===== src/design/rau_mul.sv =====
// Registered unsigned multiplier shared by all cross products.
// Depends on nothing but its width parameter.
module rau_mul #(
  parameter int WIDTH = 32
) (
  input  logic               clk_i,
  input  logic [WIDTH-1:0]   a_i,
  input  logic [WIDTH-1:0]   b_i,
  output logic [2*WIDTH-1:0] p_o
);

  logic [2*WIDTH-1:0] p_q;

  always_ff @(posedge clk_i) begin
    p_q <= (2*WIDTH)'(a_i) * (2*WIDTH)'(b_i);
  end

  assign p_o = p_q;

endmodule


===== config.mk =====
export PLATFORM = sky130hd
export DESIGN_NAME = rau_mul
export DESIGN_NICKNAME = d
export VERILOG_FILES = /design/src/design/rau_mul.sv
export SDC_FILE = /design/constraint.sdc
export NUM_CORES = 2
export LEC_CHECK = 0
export BUFFER_PORTS_ARGS = -buffer_cell sky130_fd_sc_hd__buf_4
export CAP_MARGIN = 20
export CORE_MARGIN = 2
export CORE_UTILIZATION = 55
export DETAILED_ROUTE_END_ITERATION = 12
export PLACE_DENSITY = 0.72
export SLEW_MARGIN = 30
export SYNTH_ARGS = -nofsm -noshare
export SYNTH_HDL_FRONTEND = slang
export SYNTH_SLANG_ARGS = --single-unit

===== constraint.sdc =====
create_clock -name clk_i -period 8.4 [get_ports clk_i]
set_input_delay 0.84 -clock clk_i [delete_from_list [all_inputs] [get_ports clk_i]]
set_output_delay 0.84 -clock clk_i [all_outputs]
set_load 0.1 [all_outputs]

==> impl_metrics.yaml <==
sta:
  grt_setup_unrepaired: "false"
  tns_ns: 0
  fmax_mhz: 126
  tightest_slew_ns: 0.564
  maxSlewViolCount: 0
  setup_viol: 0
  period_minus_slack_ns: 7.93
  hold_viol: 0
  relSlewSlack_pct: 62.2
  finalCritPeriodShare_pct: 94.4
floorplanning:
  dieArea_um2: 65100
  initial_utilization_pct: 55.3
  top_level_ports: 129
  core_area_um2: 62700
  die_height_um: 255
  row_count: 92
  dieWidth_um: 255
cts:
  cts_buffers: 9
  cts_sinks: 64
  clock_path_buffers: 2
  cts_tree: "done"
  cts_hold_buf: 0
  cts_resized: 0
  clk_pin_slew_worst_paths_ns: 0.05
  htreeDepth: 3
  post_cts_buffers: 0
  root_buffer: "clkbuf_16"
synth:
  synth-edff-count: 0
  synth_top_area_share_pct: 51.7
  netlist_area_um2: 34700
  synth_area_leaders: "fa_1 52%, and2_1 11%, ha_1 9.5%, inv_1 9.4%, nand2_1 5.2%"
  ys_seq_area_share_pct: 3.69
  synthArstFlopShare_pct: 0
  syn_area_per_cell_um2: 9.25
  synth_ff_type: "dfxtp_1"
  synth.distinct_cells: 57
  syn-instance-count: 3748
  synth-seq-cells: 64
  yosys_warnings: 0
  synth_top_area_cell: "fa_1"
  syn_nets: 4972
routing:
  drc: 0
  drt-initial-drc-count: 1585
  m1WireLength_um: 32900
  wl_met3_um: 5020
  wire_per_inst_um: 20.0
  dr.pass1.iters: 5
  top_layer_used: "met4"
  vias_per_cell: 5.48
  vias: 24900
  ant_nets: 0
  dr_wl_met2_um: 47300
  wl_um: 91200
placement:
  post-dp-hpwl_um: 72800
  io_buffers: 128
  gp_congestion: 0.917
grt:
  antenna_found_initial: 2
  overflow: 0
  first_global_vias: 27600
  track_usage_pct: 29.8
  grt_pass1_wl_um: 147000
  grt_max_degree: 33
worst_setup_path:
  critPathKind: "input pin to flip-flop"
  start_kind: "input pin"
  cp_cell_sequence: "buf_4 > and2_1 > fa_1 > fa_1 > fa_1 > inv_1 > fa_1 > inv_1 > fa_1 > inv_1 > fa_1 > inv_1 > fa_1 > fa_1 > ha_1 > nand4_1 > a2111o_1 > a21o_1 > a21oi_2 > a31oi_1 > o31ai_4 > a21oi_2 > a221oi_1 > and4_1"
  cpMostUsedCell: "fa_1"
  crit_fanout: 32
  arrival_ns: 8.21
  cpMaxStageDelayCell: "fa_1"
  required_ns: 8.67
  max_stage_delay_ns: 0.54
  critPathCaptureType: "flip-flop"
finish:
  largest_register_ffs: 64
  nets: 4924
  utilization_pct: 58.1
  drive_gt1_share_pct: 5.21
  final_cell_mix: "896 x fa_1, 865 x inv_1, 602 x and2_1"
  layout_commonest_cell: "fa_1"
  syn_to_final_growth_pct: 5.08
outcome:
  status: "complete, no violations"
worst_hold_path:
  hold_path_class: "input pin to flip-flop"
job:
  maxCapViolCount: 0
path summary, 6_finish.rpt:
check                    from      end  slack [ns]  cells after the start
worst min-delay path   b_i[0]   p_o[0]        1.02                      2
worst max-delay path  a_i[11]  p_o[63]        0.47                     24
final cells by class:
type | count | area [um2]
multi-input cells | 2599 | 29300
repair buffers | 161 | 1220
clock inverters | 4 | 53.8
flip-flops and latches | 64 | 1280
diodes | 4 | 10.0
inverters | 865 | 3250
fillers | 5485 | 26300
well taps | 846 | 1060
clock buffers | 11 | 253
critical path: cells and delay by family:
family | cells | cell delay, ns
compound gates | 7 | 1.78
fa+ha+maj | 9 | 4.43
buf+inv | 5 | 0.57
simple gates | 3 | 0.54
metrics by stage:
stage | hold WS [ns] | instances | setup WS, ns | instance area, um2
detailed placement | 1.34 | 4535 | 0.196 | 36100
floorplan | 0.967 | 3748 | 0.807 | 34700
finish | 1.02 | 4554 | 0.468 | 36400
global route | 1.03 | 4550 | 0.148 | 36400
CTS | 1.01 | 4550 | 0.502 | 36400
global placement | 1.34 | 4535 | 0.269 | 36100
synthesized netlist by cell type, types with 6 or more instances:
master	n
nand3_1	10
dfxtp_1	64
a21oi_1	63
o21a_1	9
clkbuf_1	213
nor2_1	20
inv_1	865
and3_1	14
xnor2_1	35
o21ai_0	21
and2_1	602
a21o_1	40
fa_1	896
xor2_1	25
a31oi_1	12
nand4_1	23
nand2_1	480
o21bai_1	10
buf_2	6
ha_1	263
nor3_1	7
kinds of logic after synthesis:
family	after synthesis	synth area share (%)
xor+xnor	60	1.52
buf+inv	1085	11.8
compound gates	202	4.15
mux	1	0.0289
simple gates	1177	17.6
fa+ha+maj	1159	61.2
flops	64	3.69
per-layer routing:
| layer | GRT usage (%) | vias up |
|---|---|---|
| met3 | 2.96 | 269 |
| met1 | 35.4 | 13000 |
| met2 | 53.1 | 933 |
| li1 | - | 10700 |
| met5 | 0 | - |
| met4 | 16.6 | 0 |
Power is left out: the tool's default activity adds up to more than one toggle a clock period on the data nets, which glitch-free logic cannot reach.
