File: config.mk
export PLATFORM = sky130hd
export DESIGN_NAME = rau_gcd
export DESIGN_NICKNAME = d
export VERILOG_FILES = /design/src/design/rau_gcd.sv
export SDC_FILE = /design/constraint.sdc
export NUM_CORES = 1
export LEC_CHECK = 0
export BUFFER_PORTS_ARGS = -buffer_cell sky130_fd_sc_hd__buf_4
export CELL_PAD_IN_SITES_DETAIL_PLACEMENT = 1
export CELL_PAD_IN_SITES_GLOBAL_PLACEMENT = 2
export CORE_MARGIN = 10
export CORE_UTILIZATION = 37
export CTS_CLUSTER_DIAMETER = 40
export DETAILED_ROUTE_END_ITERATION = 8
export GPL_ROUTABILITY_DRIVEN = 0
export PLACE_DENSITY_LB_ADDON = 0.1
export SYNTH_ARGS = -nofsm -noshare
export SYNTH_HDL_FRONTEND = slang
export SYNTH_SLANG_ARGS = --single-unit
File: constraint.sdc
create_clock -name clk_i -period 10.6 [get_ports clk_i]
set_clock_uncertainty 0.15 [all_clocks]
set_input_delay 2.12 -clock clk_i [delete_from_list [all_inputs] [get_ports clk_i]]
set_output_delay 2.12 -clock clk_i [all_outputs]
set_load 0.1 [all_outputs]
File: src/design/rau_gcd.sv
// Binary greatest common divisor, one shift or subtract per cycle.
// Depends on nothing but its width parameter; both operands nonzero at start.
module rau_gcd #(
  parameter int WIDTH = 64
) (
  input  logic             clk_i,
  input  logic             rst_ni,
  input  logic             start_i,
  input  logic [WIDTH-1:0] x_i,
  input  logic [WIDTH-1:0] y_i,
  output logic             done_o,
  output logic [WIDTH-1:0] g_o
);

  localparam int KW = $clog2(WIDTH + 1);

  logic             busy_q, done_q;
  logic [WIDTH-1:0] x_q, y_q, g_q;
  logic [KW-1:0]    k_q;

  always_ff @(posedge clk_i or negedge rst_ni) begin
    if (!rst_ni) begin
      busy_q <= 1'b0;
      done_q <= 1'b0;
    end else begin
      done_q <= 1'b0;
      if (start_i) begin
        busy_q <= 1'b1;
      end else if (busy_q && (x_q == '0 || y_q == '0)) begin
        busy_q <= 1'b0;
        done_q <= 1'b1;
      end
    end
  end

  always_ff @(posedge clk_i) begin
    if (start_i) begin
      x_q <= x_i;
      y_q <= y_i;
      k_q <= '0;
    end else if (busy_q) begin
      if (x_q == '0 || y_q == '0) begin
        g_q <= (x_q | y_q) << k_q;
      end else if (!x_q[0] && !y_q[0]) begin
        x_q <= x_q >> 1;
        y_q <= y_q >> 1;
        k_q <= k_q + KW'(1);
      end else if (!x_q[0]) begin
        x_q <= x_q >> 1;
      end else if (!y_q[0]) begin
        y_q <= y_q >> 1;
      end else if (x_q >= y_q) begin
        x_q <= x_q - y_q;
      end else begin
        y_q <= y_q - x_q;
      end
    end
  end

  assign done_o = done_q;
  assign g_o    = g_q;

endmodule

==> flow_metrics.env <==
export IMPL_status="complete, no violations"
export IMPL_drv_cap=0
export IMPL_fmax_mhz=176
export IMPL_cts_sinks=201
export IMPL_async_reset_ff_share_pct=0.995
export IMPL_syn_to_final_growth_pct=16.4
export IMPL_die_h_um=261
export IMPL_setup_violations=0
export IMPL_synth_top_cell_area_share_pct=26.9
export IMPL_crit_start="x_q[15]$_DFFE_PP_"
export IMPL_drive_above_1_share_pct=13.9
export IMPL_synth_avg_cell_area_um2=8.15
export IMPL_drtIter0Drc=2177
export IMPL_yosysTopAreaCell="edfxtp_1"
export IMPL_die_w_um=261
export IMPL_synth_cell_types=75
export IMPL_layout_min_cycle_time_ns=5.69
export IMPL_crit_path_top_delay_cell="edfxtp_1"
export IMPL_synth_area_um2=21400
export IMPL_avgRoutedWirePerCell_um=29.8
export IMPL_dp_hpwl_um=83900
export IMPL_finalCritPeriodShare_pct=53.7
export IMPL_rsz0062_at_grt="no"
export IMPL_ys_seq_area_share_pct=27.8
export IMPL_finalHoldViolCount=0
export IMPL_critPathTopFamily="compound AO/OA/AOI/OAI gates"
export IMPL_fp_row_count=88
export IMPL_slowest_delay_ns=0.60
export IMPL_die_area_um2=68000
export IMPL_hp_start="k_q[0]$_SDFFE_PP0P_"
export IMPL_io_pins=196
export IMPL_yosys_warnings=0
export IMPL_grt_usage_pct=30.1
export IMPL_netlist_top_cells_area="edfxtp_1 27%, ha_1 11%, a21oi_1 6.1%"
export IMPL_path_class="flop to flop"
export IMPL_grt_pass1_wl_um=152000
export IMPL_tightestPinTransition_ns=1.15
export IMPL_ys_ff_latch=201
export IMPL_dr_total_vias=21800
export IMPL_synth_cells=2630
export IMPL_clock_path_buffers=3
export IMPL_r2r_start="x_q[15]$_DFFE_PP_"
export IMPL_crit_path_start_kind="flop"
export IMPL_cp_arrival_ns=5.82
export IMPL_ys_top_cells_by_count="260 x a21oi_1, 258 x nand2_1, 239 x inv_1"
export IMPL_cts_buffers=48
export IMPL_grt_pass1_vias=22000
export IMPL_grt_max_degree=106
export IMPL_yosysMostFrequentCell="a21oi_1"
export IMPL_viasPerCell=6.18
export IMPL_cts_resized=0
export IMPL_drc=0
export IMPL_firstDrtPassIters=5
export IMPL_clkLatencyLatePin_ns=0.60
export IMPL_endpoint_kind="flop"
export IMPL_path_cells="inv_1 > ha_1 > or2_2 > nor3_1 > nand3_1 > a31oi_1 > a21oi_1 > a21oi_1 > a31oi_1 > buf_4 > o21bai_1 > a41oi_1 > xnor2_1 > o221ai_1"
export IMPL_grt_ovfl_total=0
export IMPL_cts_tree="built"
export IMPL_tns_ns=0
export IMPL_drtAntennaViolNets=0
export IMPL_slew_headroom_pct=22.4
export IMPL_finalNetCount=3051
export IMPL_initial_utilization_pct=37.3
export IMPL_clk_pin_slew_worst_paths_ns=0.05
export IMPL_slew_violations=0
export IMPL_synthFlopType="edfxtp_1"
export IMPL_required_ns=10.73
export IMPL_path_buf_inv=2
export IMPL_num_antenna_cells=0
export IMPL_synth_edf_count=192
export IMPL_ctsHtreeMaxLevel=2
export IMPL_routed_wl_um=105000
export IMPL_core_area_um2=57500
export IMPL_cts_setup_buffers=0
export IMPL_syn_num_nets=2956
export IMPL_ctsHoldBuffers=0
export IMPL_holdCritPathClass="flop to flop"
export IMPL_clock_root_buffer="clkbuf_16"
export IMPL_antenna_found_initial=4
export IMPL_io_buffers=195
export IMPL_cp_max_fo=7
cells by family after synthesis:
family	count (synthesis)	share of synthesized area, %
AO/OA/AOI/OAI	863	25.5
AND/OR/NAND/NOR	735	15.6
buffers and inverters	419	7.43
flip-flops	201	27.8
adder cells (fa/ha/maj)	195	11.5
XOR/XNOR	123	5.03
multiplexers	94	7.23
path summary, 6_finish.rpt:
kind | to | slack [ns] | cells after the start
setup / recovery | y_q[62]$_DFFE_PP_ | 4.91 | 14
hold / removal | k_q[0]$_SDFFE_PP0P_ | 0.44 | 2
setup reg to reg | y_q[62]$_DFFE_PP_ | 4.91 | 14
hold reg to reg | k_q[0]$_SDFFE_PP0P_ | 0.44 | 2
max in group asynchronous | busy_q$_DFFE_PN0P_ | 9.04 | 1
min in group asynchronous | done_o$_DFF_PN0_ | 1.17 | 1
worst min-delay path, delay by kind of cell, from the launching register on:
kind | cells | cell delay (ns)
and+or+nand+nor | 1 | 0.07
DFF | 1 | 0.40
xor gates and xnor gates | 1 | 0.09
placed cells by master, fill, tap and decap left out, types with 22 or more instances in the layout:
master,Yosys,final
a21oi_1,260,260
edfxtp_1,192,192
mux4_2,48,48
o21ai_0,210,210
mux2i_1,40,40
o21bai_1,44,44
nand3_1,27,26
o31ai_1,42,42
nor4_1,72,71
a211oi_1,47,47
o21a_1,61,61
nor2_1,220,220
inv_1,239,239
xnor2_1,117,117
clkbuf_16,0,49
buf_4,0,219
nor2b_1,23,23
o221ai_1,22,22
nand2_1,258,257
nor3_1,52,52
ha_1,193,193
area by class of cell:
class                      instances  area, µm²
inverter                         244        916
fill                            6875      32500
clock buffer                      56       1260
sequential                       201       5960
tap                              765        957
multi-input combinational       2010      13900
timing repair buffer             220       1660
clock inverter                    30        282
through the flow:
stage	std cells	cell area [µm²]	hold WS (ns)	util [%]	setup slack (ns)
after global routing	3526	25000	0.487	43.4	4.70
after floorplan	2630	21400	0.386	-	2.45
after detailed placement	3440	23400	0.435	40.7	5.03
final	3526	25000	0.443	43.4	4.91
after CTS	3526	25000	0.446	43.4	5.04
after global placement	3440	23400	0.423	40.7	5.08
routing by layer:
layer	track usage, %	vias to the layer above	wire (µm)
li1	-	9718	-
met1	39.9	10900	44600
met2	46.1	916	46000
met3	5.47	209	8560
met4	15.3	2	5780
met5	0	-	12
sequential cells by signal, indices dropped and copies added (netlist names):
name and cells:
done_o 1, g_o 64, busy_q 1, k_q 7, y_q 64, x_q 64
Power is not shown: default switching activity piles up to over one toggle a cycle in this logic, so the estimate is an artifact.
